[config.mk]
export PLATFORM = sky130hd
export DESIGN_NAME = cbaf_ctrl
export DESIGN_NICKNAME = d
export VERILOG_FILES = /design/src/hdl/cbaf_pkg.sv /design/src/hdl/cbaf_ctrl.sv
export SDC_FILE = /design/constraint.sdc
export NUM_CORES = 1
export LEC_CHECK = 0
export BUFFER_PORTS_ARGS = -buffer_cell sky130_fd_sc_hd__buf_4
export CAP_MARGIN = 20
export CORE_ASPECT_RATIO = 0.7
export CORE_MARGIN = 3
export CORE_UTILIZATION = 30
export DETAILED_ROUTE_END_ITERATION = 7
export GPL_TIMING_DRIVEN = 1
export SLEW_MARGIN = 20
export SYNTH_ARGS = -nofsm -noshare
export SYNTH_HDL_FRONTEND = slang
export SYNTH_SLANG_ARGS = --single-unit
[constraint.sdc]
create_clock -name i_clk -period 1.7 [get_ports i_clk]
set_input_delay 0.085 -clock i_clk [delete_from_list [all_inputs] [get_ports i_clk]]
set_output_delay 0.085 -clock i_clk [all_outputs]
set_load 0.02 [all_outputs]
[src/hdl/cbaf_pkg.sv]
// shared constants, types and helper functions of the cubic bezier flattener
// no dependencies; every other file of the block uses this package
`timescale 1ns / 1ps
package cbaf_pkg;

    localparam int MAX_DEPTH  = 5;
    localparam int COORD_BITS = 32;
    localparam int CW         = COORD_BITS;
    localparam int DW         = CW + 1;
    localparam int STACK_CAP  = MAX_DEPTH + 1;
    localparam int IDX_W      = $clog2(STACK_CAP);
    localparam int SP_W       = $clog2(STACK_CAP + 1);
    localparam int LVL_W      = $clog2(MAX_DEPTH + 1);
    localparam int OW         = 2 * CW + 3;
    localparam int PW         = 2 * OW;
    localparam int CNT_W      = $clog2(OW + 1);
    localparam int IO_W       = 32;
    localparam int CFG_W      = 16;
    localparam int CFG_IDX_W  = 8;
    localparam int VCNT_W     = 16;

    localparam logic [CFG_IDX_W-1:0] CFG_FLAT_TOL  = CFG_IDX_W'(0);
    localparam logic [CFG_IDX_W-1:0] CFG_DEDUP_EPS = CFG_IDX_W'(1);
    localparam logic [CFG_W-1:0]     TOL_RESET     = CFG_W'(410);
    localparam logic [CFG_W-1:0]     EPS_RESET     = CFG_W'(17);

    typedef enum logic [3:0] {
        OP_NONE,
        OP_LOAD,
        OP_MUL,
        OP_WB,
        OP_CROSS,
        OP_SPLIT,
        OP_POP,
        OP_CAND_END,
        OP_TAKE_FIRST,
        OP_EMIT_KEEP,
        OP_EMIT_CLOSE
    } t_op;

    typedef enum logic [3:0] {
        MS_NONE,
        MS_DXDX,
        MS_DYDY,
        MS_TOL,
        MS_LIM,
        MS_AXDY,
        MS_AYDX,
        MS_MM,
        MS_AXAX,
        MS_AYAY,
        MS_VXX,
        MS_VYY,
        MS_CLX,
        MS_CLY
    } t_msel;

    typedef enum logic [2:0] {
        D_T1,
        D_T1ADD,
        D_T2,
        D_LIM,
        D_ACC
    } t_dst;

    typedef struct packed {
        t_op   op;
        t_msel msel;
        t_dst  dst;
        logic  h;
        logic  first;
    } t_cmd;

    typedef struct packed {
        logic mul_busy;
        logic acc_gt_lim;
        logic t1_gt_t2;
        logic t1_gt_eps;
        logic held_valid;
        logic chord_zero;
        logic depth_stop;
        logic sp_empty;
        logic out_free;
    } t_stat;

    typedef struct packed {
        logic [7:0][CW-1:0] p;
        logic               first;
    } t_seg;

    // floor((a+b)/2)
    function automatic logic signed [CW-1:0] f_mid(input logic signed [CW-1:0] a,
                                                   input logic signed [CW-1:0] b);
        logic signed [DW-1:0] s;
        s = {a[CW-1], a} + {b[CW-1], b};
        return s[DW-1:1];
    endfunction

    function automatic logic signed [DW-1:0] f_diff(input logic signed [CW-1:0] a,
                                                    input logic signed [CW-1:0] b);
        return {a[CW-1], a} - {b[CW-1], b};
    endfunction

    function automatic logic [OW-1:0] f_mag(input logic signed [DW-1:0] d);
        logic [DW-1:0] m;
        m = d[DW-1] ? DW'(-d) : DW'(d);
        return OW'(m);
    endfunction

endpackage

[src/hdl/cbaf_ctrl.sv]
// controller: sequences loads, multiplies, flatness tests, stack walk and vertex output
// depends on cbaf_pkg; drives cbaf_dp through t_cmd, reads t_stat
`timescale 1ns / 1ps
module cbaf_ctrl (
    input  logic           i_clk,
    input  logic           i_rst_n,
    input  logic           i_in_valid,
    input  logic           i_in_first,
    input  logic           i_in_last,
    output logic           o_in_ready,
    input  cbaf_pkg::t_stat i_st,
    output cbaf_pkg::t_cmd  o_cmd
);
    import cbaf_pkg::*;

    typedef enum logic [4:0] {
        S_IDLE, S_TEST, S_MWAIT,
        S_F1, S_F2, S_F3, S_F4, S_F5, S_F6, S_F7, S_F8,
        S_Z0, S_Z1, S_Z2, S_Z3,
        S_SPLIT, S_ACCEPT, S_NEXT,
        S_OFFER, S_O1, S_O2, S_O3,
        S_C0, S_C1, S_C2
    } t_state;

    t_state r_state, n_state, r_after, n_after;
    t_dst   r_dst, n_dst;
    logic   r_h, n_h, r_ret, n_ret, r_last, n_last;
    t_state w_ret_state;

    assign w_ret_state = r_ret ? S_NEXT : S_TEST;
    assign o_in_ready  = (r_state == S_IDLE);

    always_comb begin
        n_state = r_state;
        n_after = r_after;
        n_dst   = r_dst;
        n_h     = r_h;
        n_ret   = r_ret;
        n_last  = r_last;
        o_cmd.op    = OP_NONE;
        o_cmd.msel  = MS_NONE;
        o_cmd.dst   = r_dst;
        o_cmd.h     = r_h;
        o_cmd.first = i_in_first;
        case (r_state)
            S_IDLE: begin
                if (i_in_valid) begin
                    o_cmd.op = OP_LOAD;
                    n_last   = i_in_last;
                    n_ret    = 1'b0;
                    n_state  = i_in_first ? S_OFFER : S_TEST;
                end
            end
            S_MWAIT: begin
                if (!i_st.mul_busy) begin
                    o_cmd.op = OP_WB;
                    n_state  = r_after;
                end
            end
            S_TEST: begin
                n_h = 1'b0;
                if (i_st.depth_stop) begin
                    n_state = S_ACCEPT;
                end else if (i_st.chord_zero) begin
                    n_state = S_Z0;
                end else begin
                    o_cmd.op = OP_MUL; o_cmd.msel = MS_DXDX;
                    n_dst = D_T1; n_after = S_F1; n_state = S_MWAIT;
                end
            end
            S_F1: begin
                o_cmd.op = OP_MUL; o_cmd.msel = MS_DYDY;
                n_dst = D_T1ADD; n_after = S_F2; n_state = S_MWAIT;
            end
            S_F2: begin
                o_cmd.op = OP_MUL; o_cmd.msel = MS_TOL;
                n_dst = D_T2; n_after = S_F3; n_state = S_MWAIT;
            end
            S_F3: begin
                // tol^2 * chord^2
                o_cmd.op = OP_MUL; o_cmd.msel = MS_LIM;
                n_dst = D_LIM; n_after = S_F4; n_state = S_MWAIT;
            end
            S_F4: begin
                o_cmd.op = OP_MUL; o_cmd.msel = MS_AXDY;
                n_dst = D_T1; n_after = S_F5; n_state = S_MWAIT;
            end
            S_F5: begin
                o_cmd.op = OP_MUL; o_cmd.msel = MS_AYDX;
                n_dst = D_T2; n_after = S_F6; n_state = S_MWAIT;
            end
            S_F6: begin
                o_cmd.op = OP_CROSS;
                n_state  = S_F7;
            end
            S_F7: begin
                o_cmd.op = OP_MUL; o_cmd.msel = MS_MM;
                n_dst = D_ACC; n_after = S_F8; n_state = S_MWAIT;
            end
            S_F8: begin
                if (i_st.acc_gt_lim) begin
                    n_state = S_SPLIT;
                end else if (!r_h) begin
                    n_h = 1'b1; n_state = S_F4;
                end else begin
                    n_state = S_ACCEPT;
                end
            end
            S_Z0: begin
                o_cmd.op = OP_MUL; o_cmd.msel = MS_TOL;
                n_dst = D_T2; n_after = S_Z1; n_state = S_MWAIT;
            end
            S_Z1: begin
                o_cmd.op = OP_MUL; o_cmd.msel = MS_AXAX;
                n_dst = D_T1; n_after = S_Z2; n_state = S_MWAIT;
            end
            S_Z2: begin
                o_cmd.op = OP_MUL; o_cmd.msel = MS_AYAY;
                n_dst = D_T1ADD; n_after = S_Z3; n_state = S_MWAIT;
            end
            S_Z3: begin
                if (i_st.t1_gt_t2) begin
                    n_state = S_SPLIT;
                end else if (!r_h) begin
                    n_h = 1'b1; n_state = S_Z1;
                end else begin
                    n_state = S_ACCEPT;
                end
            end
            S_SPLIT: begin
                // right half goes on the stack, left half stays in the work registers
                o_cmd.op = OP_SPLIT;
                n_state  = S_TEST;
            end
            S_ACCEPT: begin
                o_cmd.op = OP_CAND_END;
                n_ret    = 1'b1;
                n_state  = S_OFFER;
            end
            S_NEXT: begin
                if (!i_st.sp_empty) begin
                    o_cmd.op = OP_POP;
                    n_state  = S_TEST;
                end else if (r_last && i_st.held_valid) begin
                    n_state = S_C0;
                end else begin
                    n_state = S_IDLE;
                end
            end
            S_OFFER: begin
                if (!i_st.held_valid) begin
                    o_cmd.op = OP_TAKE_FIRST;
                    n_state  = w_ret_state;
                end else begin
                    o_cmd.op = OP_MUL; o_cmd.msel = MS_VXX;
                    n_dst = D_T1; n_after = S_O1; n_state = S_MWAIT;
                end
            end
            S_O1: begin
                o_cmd.op = OP_MUL; o_cmd.msel = MS_VYY;
                n_dst = D_T1ADD; n_after = S_O2; n_state = S_MWAIT;
            end
            S_O2: begin
                n_state = i_st.t1_gt_eps ? S_O3 : w_ret_state;
            end
            S_O3: begin
                if (i_st.out_free) begin
                    o_cmd.op = OP_EMIT_KEEP;
                    n_state  = w_ret_state;
                end
            end
            S_C0: begin
                o_cmd.op = OP_MUL; o_cmd.msel = MS_CLX;
                n_dst = D_T1; n_after = S_C1; n_state = S_MWAIT;
            end
            S_C1: begin
                o_cmd.op = OP_MUL; o_cmd.msel = MS_CLY;
                n_dst = D_T1ADD; n_after = S_C2; n_state = S_MWAIT;
            end
            S_C2: begin
                if (i_st.out_free) begin
                    o_cmd.op = OP_EMIT_CLOSE;
                    n_state  = S_IDLE;
                end
            end
            default: begin
                n_state = S_IDLE;
            end
        endcase
    end

    always_ff @(posedge i_clk) begin
        if (!i_rst_n) begin
            r_state <= S_IDLE;
            r_after <= S_IDLE;
            r_dst   <= D_T1;
            r_h     <= 1'b0;
            r_ret   <= 1'b0;
            r_last  <= 1'b0;
        end else begin
            r_state <= n_state;
            r_after <= n_after;
            r_dst   <= n_dst;
            r_h     <= n_h;
            r_ret   <= n_ret;
            r_last  <= n_last;
        end
    end

    a_mul_idle: assert property (@(posedge i_clk) disable iff (!i_rst_n)
        o_cmd.op == OP_MUL |-> !i_st.mul_busy) else $error("multiply issued while busy");
    a_wb_done: assert property (@(posedge i_clk) disable iff (!i_rst_n)
        o_cmd.op == OP_WB |-> $past(r_state) == S_MWAIT || $past(o_cmd.op) == OP_MUL)
        else $error("writeback without multiply");
    a_accept_leaves: assert property (@(posedge i_clk) disable iff (!i_rst_n)
        (i_in_valid && o_in_ready) |=> r_state != S_IDLE) else $error("beat not processed");
endmodule

==> qor.yml, run 1 <==
setup_path:
  required_ps: 1620
  crit_start: "r_state[2]"
  crit_chain: "buf_6 > or3b_4 > or3_4 > o221ai_4 > buf_6"
  critPathLaunchType: "flip-flop"
  crit_arrival_ps: 1820
  worstPathMaxFanout: 5
  max_stage_delay_ps: 400
  r2r_end: "r_state[1]"
  reg2reg_setup_slack_ps: -180
  crit_top_cell: "buf_6"
  slowest_stage: "or3b_4"
  crit_end: "o_cmd[10]"
  cp.depth: 5
  critPathKind: "flip-flop to output pin"
  cp-end-kind: "output pin"
  crit_family: "simple AND/OR/NAND/NOR gates"
  crit_buf_inv: 2
  reg2reg_depth: 6
  regToRegStartpoint: "r_state[2]"
cells_and_area:
  diodes: 0
  final_common_cell: "buf_4"
  final_cell_mix: "57 x buf_4, 20 x nand2_1, 20 x buf_6, 16 x nor2_1, 15 x a21oi_1"
  final_cells: 307
  layout.nets: 271
  area_growth_pct: 63.38
  drive_gt1_share_pct: 49.80
sta:
  clock_skew_ps: 1.409
  setup_slack_ps: -209.1
  finalSetupViolations: 15
  fin_crit_sh_pct: 112.3
  rsz0062_at_grt: "true"
  fin_crit_ps: 1909
  worstMarginPinSlew_ps: 507.7
  fmax_mhz: 523.8
  fin_setup_tns_ps: -1512
  hold_viol: 0
  slew_violations: 0
  maxSlewHeadroom_pct: 66.12
yosys:
  synth_top_area_share_pct: 23.38
  ys_ff_latch: 16
  synth_nets: 208
  syn_inst: 194
  synth_top_area_cell: "dfxtp_1"
  ys_seq_area_share_pct: 23.38
  ys_top_cells_by_area: "dfxtp_1 23%, a21oi_1 6.6%, nand2_1 5.8%"
  synth-edff-count: 0
  synthesis.area_sq_um: 1370
  async_flop_share_pct: 0
  synth_area_per_cell_sq_um: 7.062
  synthFlopType: "dfxtp_1"
  ys_types: 47
  yosysWarnings: 0
clocking:
  clock_latency_ps: 260
  root_buffer: "clkbuf_8"
  cts_hold_buf: 0
  cts.path.max_buffers: 2
  path_clk_slew_ps: 60
  cts_tree: "done"
  numClockSinks: 16
  cts-htree-levels: 1
  numCtsBuffers: 3
die:
  io_pins: 28
  dieWidth_um: 86.77
  dieArea_sq_um: 5427
  die_h_um: 62.54
  start_util_pct: 32.93
  rows: 19
  core_sq_um: 4160
drt:
  drcViolationCount: 0
  drt-wirelength-per-cell_um: 17.47
  via_count: 1766
  antenna_left: 0
  via_per_inst: 5.752
  first_pass_iters: 4
  routed_wl_mm: 5.364
  drt_iter0_markers: 106
grt:
  grt_pass1_vias: 1538
  grt_pass1_wl_mm: 8.142
  grt_max_degree: 18
  grt_overflow: 0
  global_route.usage.total_pct: 19.46
  antenna_found_initial: 0
power_and_ir_drop:
  power_density_nw_per_um2: 1186
  p_leak_nw: 0.9083
  ir_drop_v: 0.0005978
placement:
  dp.final_hpwl_mm: 3.621
  place.gp.congestion: 0.8816
  port_buffers: 27
  place_inst: 289
status:
  violations: "negative setup slack"
  outcome: "finished with violations"
hold_path:
  hold_class: "input port to flip-flop"
  min_from: "i_in_last"
job:
  drv_cap: 0
-- power by group --
part / internal, mW / switching, mW / total [mW]
registers: 0.442 / 0.0708 / 0.512
logic: 0.929 / 0.907 / 1.84
clock network: 0.158 / 0.149 / 0.307
total: 1.53 / 1.13 / 2.66
-- how the worst min path moves through the flow --
stage                 end  slack [ps]  depth (start not counted)
4_1_cts            r_last          70                          3
3_3_place_gp       r_last         320                          3
2_1_floorplan  r_after[1]         220                          2
5_1_grt            r_last         110                          3
6_report           r_last          60                          3
3_5_place_dp       r_last         340                          3
-- logic make-up (layout without fill, tap and decap cells) --
kind of cell | after synthesis | after routing | share of synthesized area (%)
flops | 16 | 16 | 23.38
mux | 2 | 2 | 1.461
compound gates | 61 | 61 | 31.05
simple gates | 91 | 91 | 35.07
buf+inv | 24 | 85 | 9.040
-- synth_stat cells (all sizes together), types with 2 or more instances --
cell and count:
nand2b 9, nor4 2, o31ai 2, and3 2, nor2b 7, o221ai 2
nand2 21, nand3 5, nor3 8, o21ai 12, dfxtp 16, a2bb2oi 2
mux2i 2, nand4b 2, or2 3, or3 3, buf 10, o32ai 2
nor2 19, a22oi 7, a211oi 3, o22ai 3, a21oi 18, nand4 5
inv 5, clkbuf 9
-- metrics by stage --
stage	setup WS (ps)	total power [mW]	utilization [%]	hold WS, ps	instance area [sq um]
after floorplan	33.36	1.295	-	222.7	1383
after global placement	-286.0	1.864	43.46	323.6	1808
after detailed placement	-323.1	1.851	43.46	335.3	1808
after CTS	-242.6	2.366	49.80	68.17	2072
after global routing	-252.4	2.805	53.80	107.9	2238
final	-209.1	2.655	53.80	57.95	2238
-- worst register-to-register path, delay by kind of cell, from the launching register on --
kind | cells | cell delay (ps)
buffers and inverters | 2 | 250
flip-flops | 1 | 360
AND/OR/NAND/NOR | 2 | 780
AO/OA/AOI/OAI | 2 | 390
-- timing repair --
| action | CTS | global route |
|---|---|---|
| pin swaps | 16 | 16 |
| setup endpoints to repair | 21 | 21 |
| gates cloned | 0 | 0 |
| buffers inserted | 10 | 7 |
| gates resized for setup | 39 | 36 |
-- sequential cells by signal (all words and copies together), names as in the netlist --
| signal | cells |
|---|---|
| r_after | 5 |
| r_dst | 3 |
| r_h | 1 |
| r_last | 1 |
| r_ret | 1 |
| r_state | 5 |
-- metal layers --
layer / wire [um] / vias to the layer above / track usage (%)
met1: 2393 / 846 / 26.92
met4: 112 / 0 / 7.198
li1: - / 843 / -
met3: 414 / 11 / 4.084
met2: 2442 / 66 / 29.39
met5: 0 / - / 0
-- final cells by class --
cell class                 instances  area [sq um]
clock buffer                       3         41.29
timing repair buffer              77         653.1
sequential                        16         334.1
fill                             387          1922
multi-input combinational        154          1126
tap                               52         65.06
inverter                           5         18.77
Power figures use the tool's default switching activity.
==> inputs of run 2 (changes only) <==
- ABC_AREA: default -> 1
==> run 2 against run 1 <==
The run still ends with negative setup slack left. Clock power up 1%. Flip-flop and latch count is the same. Register-to-register slack better by 170 ps. First-iteration DRC count grew 51%. Combinational power rose by 42%. Largest cell class unchanged. Wire length grew 2.1%. Non-clock buffer count is 6 lower. Cell count rose by 26%. Global-route usage down 1.8 points. Die area rose by 10%.
==> qor.yml, run 2 <==
die:
  io_pins: 28  # unchanged
  dieWidth_um: 91.26  # was 86.77 um
  die_h_um: 65.68  # was 62.54 um
  start_util_pct: 31.57  # was 32.93%
  dieArea_sq_um: 5994  # was 5427 sq um
  core_sq_um: 4835  # was 4160 sq um
  rows: 21  # was 19
cells_and_area:
  final_cell_mix: "59 x buf_4, 53 x nand2_1, 26 x nor2_1, 24 x inv_1, 19 x nand3_1"  # was 57 x buf_4, 20 x nand2_1, 20 x buf_6, 16 x nor2_1, 15 x a21oi_1
  final_common_cell: "buf_4"  # unchanged
  layout.nets: 334  # was 271
  drive_gt1_share_pct: 47.17  # was 49.80%
  diodes: 0  # unchanged
  reg_top3: "r_after x5, r_state x5, r_dst x3"  # unchanged
  area_growth_pct: 55.00  # was 63.38%
  final_cell_area_sq_um: 2366  # was 2238 sq um
yosys:
  ys_seq_area_share_pct: 20.98  # was 23.38%
  synthesis.area_sq_um: 1526  # was 1370 sq um
  synth-edff-count: 0  # unchanged
  ys_top_cells_by_area: "dfxtp_1 21%, nand2_1 17%, nand3_1 9.8%"  # was dfxtp_1 23%, a21oi_1 6.6%, nand2_1 5.8%
  synth_nets: 269  # was 208
  synth_top_area_share_pct: 20.98  # was 23.38%
  synth_top_area_cell: "dfxtp_1"  # unchanged
  syn_inst: 255  # was 194
  yosysWarnings: 0  # unchanged
  synth_area_per_cell_sq_um: 5.986  # was 7.062 sq um
  ys_ff_latch: 16  # unchanged
  synthFlopType: "dfxtp_1"  # unchanged
  ys_types: 31  # was 47
  synth_most_common_cell: "nand2_1"  # unchanged
  async_flop_share_pct: 0  # unchanged
  synth.cells.most_frequent: "68 x nand2_1, 35 x nor2_1, 30 x nand3_1"  # was 21 x nand2_1, 19 x nor2_1, 18 x a21oi_1
grt:
  grt_pass1_wl_mm: 8.466  # was 8.142 mm
  grtUsageMet2_pct: 27.68  # was 29.39%
  use_met1_pct: 24.45  # was 26.92%
  grt_overflow: 0  # unchanged
  global_route.usage.total_pct: 17.69  # was 19.46%
  grt_util_met3_pct: 4.462  # was 4.084%
  busiest_layer: "met2"  # unchanged
  antenna_found_initial: 0  # unchanged
  grt_max_degree: 15  # was 18
  grt_pass1_vias: 1736  # was 1538
sta:
  rsz0062_at_grt: "true"  # unchanged
  hold_ws_ps: 77.02  # was 57.95 ps
  worstMarginPinSlew_ps: 288.5  # was 507.7 ps
  finalSetupViolations: 8  # was 15
  fmax_mhz: 545.2  # was 523.8 MHz
  slew_violations: 0  # unchanged
  maxSlewHeadroom_pct: 80.74  # was 66.12%
  fin_crit_sh_pct: 107.9  # was 112.3%
  setup_slack_ps: -134.0  # was -209.1 ps
  clock_skew_ps: 4.581  # was 1.409 ps
  hold_viol: 0  # unchanged
  fin_crit_ps: 1834  # was 1909 ps
setup_path:
  regToRegStartpoint: "r_state[2]"  # unchanged
  cp-end-kind: "output pin"  # unchanged
  critPathLaunchType: "flip-flop"  # unchanged
  critPathKind: "flip-flop to output pin"  # unchanged
  worstPathMaxFanout: 6  # was 5
  crit_start: "r_state[2]"  # unchanged
  crit_arrival_ps: 1750  # was 1820 ps
  r2r_end: "r_state[1]"  # unchanged
  reg2reg_depth: 10  # was 6
  reg2reg_setup_slack_ps: -10  # was -180 ps
  required_ps: 1620  # about the same
clocking:
  numClockSinks: 16  # unchanged
  cts.path.max_buffers: 2  # unchanged
  cts_tree: "done"  # unchanged
  cts-htree-levels: 1  # unchanged
  numCtsBuffers: 3  # unchanged
  path_clk_slew_ps: 70  # was 60 ps
  root_buffer: "clkbuf_8"  # unchanged
  clock_latency_ps: 260  # about the same
drt:
  via_per_inst: 4.987  # was 5.752
  first_pass_iters: 5  # was 4
  via_count: 1930  # was 1766
  drt-wirelength-per-cell_um: 14.15  # was 17.47 um
  drt_iter0_markers: 160  # was 106
  routed_wl_mm: 5.477  # was 5.364 mm
  antenna_left: 0  # unchanged
  drcViolationCount: 0  # unchanged
power_and_ir_drop:
  power_mw: 3.590  # was 2.655 mW
  p_leak_nw: 1.221  # was 0.9083 nW
  ir_drop_v: 0.0005203  # was 0.0005978 V
  power_density_nw_per_um2: 1517  # was 1186 nW/um^2
job:
  drv_cap: 0  # unchanged
hold_path:
  hold_class: "input port to flip-flop"  # unchanged
  min_to: "r_last"  # unchanged
  hold_depth: 3  # unchanged
  min_from: "i_in_last"  # unchanged
placement:
  port_buffers: 27  # unchanged
  post-place-ws_ps: -53.55  # was -323.1 ps
  place.gp.congestion: 0.9090  # was 0.8816
  dp.final_hpwl_mm: 3.919  # was 3.621 mm
  placed_area_sq_um: 1951  # was 1808 sq um
status:
  outcome: "finished with violations"  # unchanged
  violations: "negative setup slack"  # unchanged
==> run 2: changes by cell type in the layout (fill, tap and decap cells not counted), sizes merged, moves of 7 or more <==
cell    before  now
nor3         8    0
nand2b       9    0
inv          5   33
nand3        5   34
nor2        19   42
nand4        5   13
nand2       21   72
a22oi        7    0
==> run 2: layout make-up <==
type,instances,area [sq um]
sequential,16,336.6
clock buffer,3,41.29
timing repair buffer,71,595.6
tap,69,86.33
inverter,33,136.4
multi-input combinational,195,1170
fill,502,2469
==> run 2: worst max-delay path, cell delays in order, from the launching register on <==
cell,delay (ps)
dfxtp_4,370
buf_6,120
nor2_4,190
buf_4,150
nand3_2,80
or2_4,250
nand4_1,90
or2_4,120
buf_6,100
==> run 2: stage by stage <==
step | instances | utilization [%] | setup TNS (ps)
floorplan | 255 | - | 0
global placement | 369 | 40.35 | -64.28
detailed placement | 369 | 40.35 | -58.10
CTS | 381 | 44.41 | -362.4
global route | 387 | 48.94 | -1379
finish | 387 | 48.94 | -427.8
==> run 2: logic make-up after synthesis <==
kind of cell	share of synthesized area [%]
flops	20.98
buf+inv	14.51
simple gates	54.67
compound gates	9.835
==> run 2: report_power, final <==
group | leakage, nW | internal, mW | switching, mW | total, mW
Combinational | 1.07 | 1.18 | 1.43 | 2.61
Sequential | 0.134 | 0.527 | 0.145 | 0.672
Clock | 0.0216 | 0.158 | 0.153 | 0.311
==> run 2: worst max-delay path by stage <==
stage	to	slack (ps)	depth (start not counted)
floorplan	o_cmd[8]	40	9
detailed placement	o_cmd[10]	-50	9
CTS	o_cmd[10]	-100	9
global route	o_cmd[10]	-210	9
global placement	o_cmd[10]	-60	9
finish	o_cmd[10]	-130	8
==> run 2: layer usage <==
layer  wire, um  up-vias
met3        426       12
met4         99        0
met5          0        -
met1       2440      881
met2       2511       87
li1           -      950
==> run 2: what timing repair did <==
action                                  4_1_cts  5_1_grt
gates resized for setup                      28       52
pin swaps                                    10       14
hold buffers                                  0        0
endpoints found under the setup margin        7       21
setup buffers                                 9        7
==> inputs of run 3 (changes only) <==
- PLACE_DENSITY: default -> 0.55
==> run 3 against run 2 <==
The run still ends with negative setup slack left. Cell count rose by 3.9%. Core utilization rose by 3.5 points. Global-route usage rose by 0.98 points. Largest cell class unchanged. Highest routed layer unchanged.
==> qor.yml, run 3 (same netlist as run 2, synthesis figures left out) <==
cells_and_area:
  diodes: 0  # unchanged
  final.fill_count: 481  # was 502
  final_cell_mix: "67 x buf_4, 57 x nand2_1, 25 x nor2_1, 24 x inv_1, 23 x nand3_1"  # was 59 x buf_4, 53 x nand2_1, 26 x nor2_1, 24 x inv_1, 19 x nand3_1
  area_growth_pct: 66.23  # was 55.00%
  reg_top3: "r_after x5, r_state x5, r_dst x3"  # unchanged
  layout.nets: 348  # was 334
  final_cell_area_sq_um: 2537  # was 2366 sq um
  final_cells: 402  # was 387
  drive_gt1_share_pct: 47.75  # was 47.17%
  utilization_pct: 52.48  # was 48.94%
  final_common_cell: "buf_4"  # unchanged
setup_path:
  worstPathMaxFanout: 7  # was 6
  regToRegStartpoint: "r_state[3]"  # was r_state[2]
  crit_arrival_ps: 1730  # was 1750 ps
  crit_family: "simple AND/OR/NAND/NOR gates"  # unchanged
  critPathKind: "flip-flop to output pin"  # unchanged
  crit_start: "r_state[3]"  # was r_state[2]
  required_ps: 1620  # about the same
  max_stage_delay_ps: 380  # was 370 ps
  cp-end-kind: "output pin"  # unchanged
  crit_buf_inv: 3  # unchanged
  crit_chain: "buf_12 > nor2_4 > buf_12 > nand3_2 > nand2_2 > nor2_2 > nand4_4 > nand2_2 > o21ai_2 > buf_6"  # was buf_6 > nor2_4 > buf_4 > nand3_2 > or2_4 > nand4_1 > or2_4 > buf_6
  slowest_stage: "dfxtp_4"  # unchanged
  critPathLaunchType: "flip-flop"  # unchanged
placement:
  port_buffers: 27  # unchanged
  placed_area_sq_um: 2058  # was 1951 sq um
  dp.final_hpwl_mm: 4.153  # was 3.919 mm
  place_inst: 380  # was 369
  place.gp.congestion: 0.9628  # was 0.9090
  post-place-ws_ps: -50.05  # was -53.55 ps
clocking:
  cts-htree-levels: 1  # unchanged
  root_buffer: "clkbuf_8"  # unchanged
  clock_latency_ps: 260  # about the same
  cts.path.max_buffers: 2  # unchanged
  cts_tree: "done"  # unchanged
  numClockSinks: 16  # unchanged
  path_clk_slew_ps: 80  # was 70 ps
  numCtsBuffers: 3  # unchanged
hold_path:
  hold_class: "input port to flip-flop"  # unchanged
  min_from: "i_in_last"  # unchanged
drt:
  via_per_inst: 4.978  # was 4.987
  drt_iter0_markers: 191  # was 160
  drt-wirelength-per-cell_um: 14.59  # was 14.15 um
  antenna_left: 0  # unchanged
  drcViolationCount: 0  # unchanged
  routed_wl_mm: 5.864  # was 5.477 mm
  via_count: 2001  # was 1930
  first_pass_iters: 4  # was 5
die:
  die_h_um: 65.68  # unchanged
  io_pins: 28  # unchanged
  dieWidth_um: 91.26  # unchanged
  rows: 21  # unchanged
  start_util_pct: 31.57  # unchanged
  dieArea_sq_um: 5994  # unchanged
  core_sq_um: 4835  # unchanged
grt:
  antenna_found_initial: 0  # unchanged
  grt_overflow: 0  # unchanged
  grt_pass1_wl_mm: 8.756  # was 8.466 mm
  global_route.usage.total_pct: 18.67  # was 17.69%
  grt_max_degree: 11  # was 15
  grt_pass1_vias: 1806  # was 1736
sta:
  slew_violations: 0  # unchanged
  setup_slack_ps: -120.0  # was -134.0 ps
  maxSlewHeadroom_pct: 81.86  # was 80.74%
  worstMarginPinSlew_ps: 269.3  # was 288.5 ps
  hold_viol: 0  # unchanged
  rsz0062_at_grt: "true"  # unchanged
  finalSetupViolations: 16  # was 8
  fin_crit_ps: 1820  # was 1834 ps
  fmax_mhz: 549.5  # was 545.2 MHz
  clock_skew_ps: 8.379  # was 4.581 ps
  fin_crit_sh_pct: 107.1  # was 107.9%
status:
  violations: "negative setup slack"  # unchanged
  outcome: "finished with violations"  # unchanged
power_and_ir_drop:
  p_int_mw: 1.986  # was 1.862 mW
  p_leak_nw: 1.299  # was 1.221 nW
  power_mw: 3.736  # was 3.590 mW
  ir_drop_v: 0.0005928  # was 0.0005203 V
  p_clk_share_pct: 9.7  # was 8.7%
  p_seq_share_pct: 18.0  # was 18.7%
  switching_share_pct: 46.83  # was 48.14%
  comb_power_share_pct: 72.2  # was 72.6%
  power_density_nw_per_um2: 1472  # was 1517 nW/um^2
  switchingPower_mw: 1.750  # was 1.728 mW
job:
  drv_cap: 0  # unchanged
run 3: path summary, 6_finish.rpt:
path         slack (ps)  cells after the start          to
max reg2reg         -90                     12  r_state[1]
max                -120                     10    o_cmd[8]
min reg2reg         460                      2       r_ret
min                  80                      3      r_last
run 3: per-stage QoR:
step	hold WS [ps]	TNS, ps
final	81.10	-928.4
after global routing	95.48	-2308
after CTS	86.62	-489.0
after detailed placement	355.8	-178.5
after global placement	333.9	-736.3
after floorplan	248.4	0
run 3: worst reg2reg max path: stages, from the launching register on:
cell,delay [ps]
dfxtp_4,390
buf_12,130
nor2_4,50
buf_12,140
nand3_2,100
nand2_1,70
nor2_2,110
nand3_2,110
buf_4,150
buf_6,100
buf_6,100
o21bai_1,130
a21oi_1,90
run 3: what timing repair did:
action,in CTS,in global routing
hold buffers,0,0
buffers inserted,15,4
pin swaps,19,16
gates cloned,2,0
gates resized for setup,41,32
endpoints found under the setup margin,21,21
run 3: final cells by class:
| class | instances | area [sq um] | share of cell area (%) |
|---|---|---|---|
| Multi-Input combinational cell | 196 | 1167 | 46.01 |
| Timing Repair Buffer | 84 | 763.2 | 30.08 |
| Sequential cell | 16 | 336.6 | 13.26 |
| Inverter | 33 | 128.9 | 5.079 |
| Tap cell | 69 | 86.33 | 3.402 |
| Clock buffer | 4 | 55.05 | 2.170 |
run 3: power groups by stage:
stage / Sequential, mW / Combinational (mW) / Clock [mW]
after global placement: 0.634 / 2.11 / 0
final: 0.674 / 2.70 / 0.364
after floorplan: 0.600 / 1.38 / 0
after detailed placement: 0.641 / 2.10 / 0
after CTS: 0.658 / 2.50 / 0.370
after global routing: 0.692 / 2.92 / 0.382
run 3: routing by layer:
layer,GRT usage (%),wire (um)
met2,28.51,2591
met3,3.318,502
met5,0,0
met1,27.17,2704
met4,4.323,65
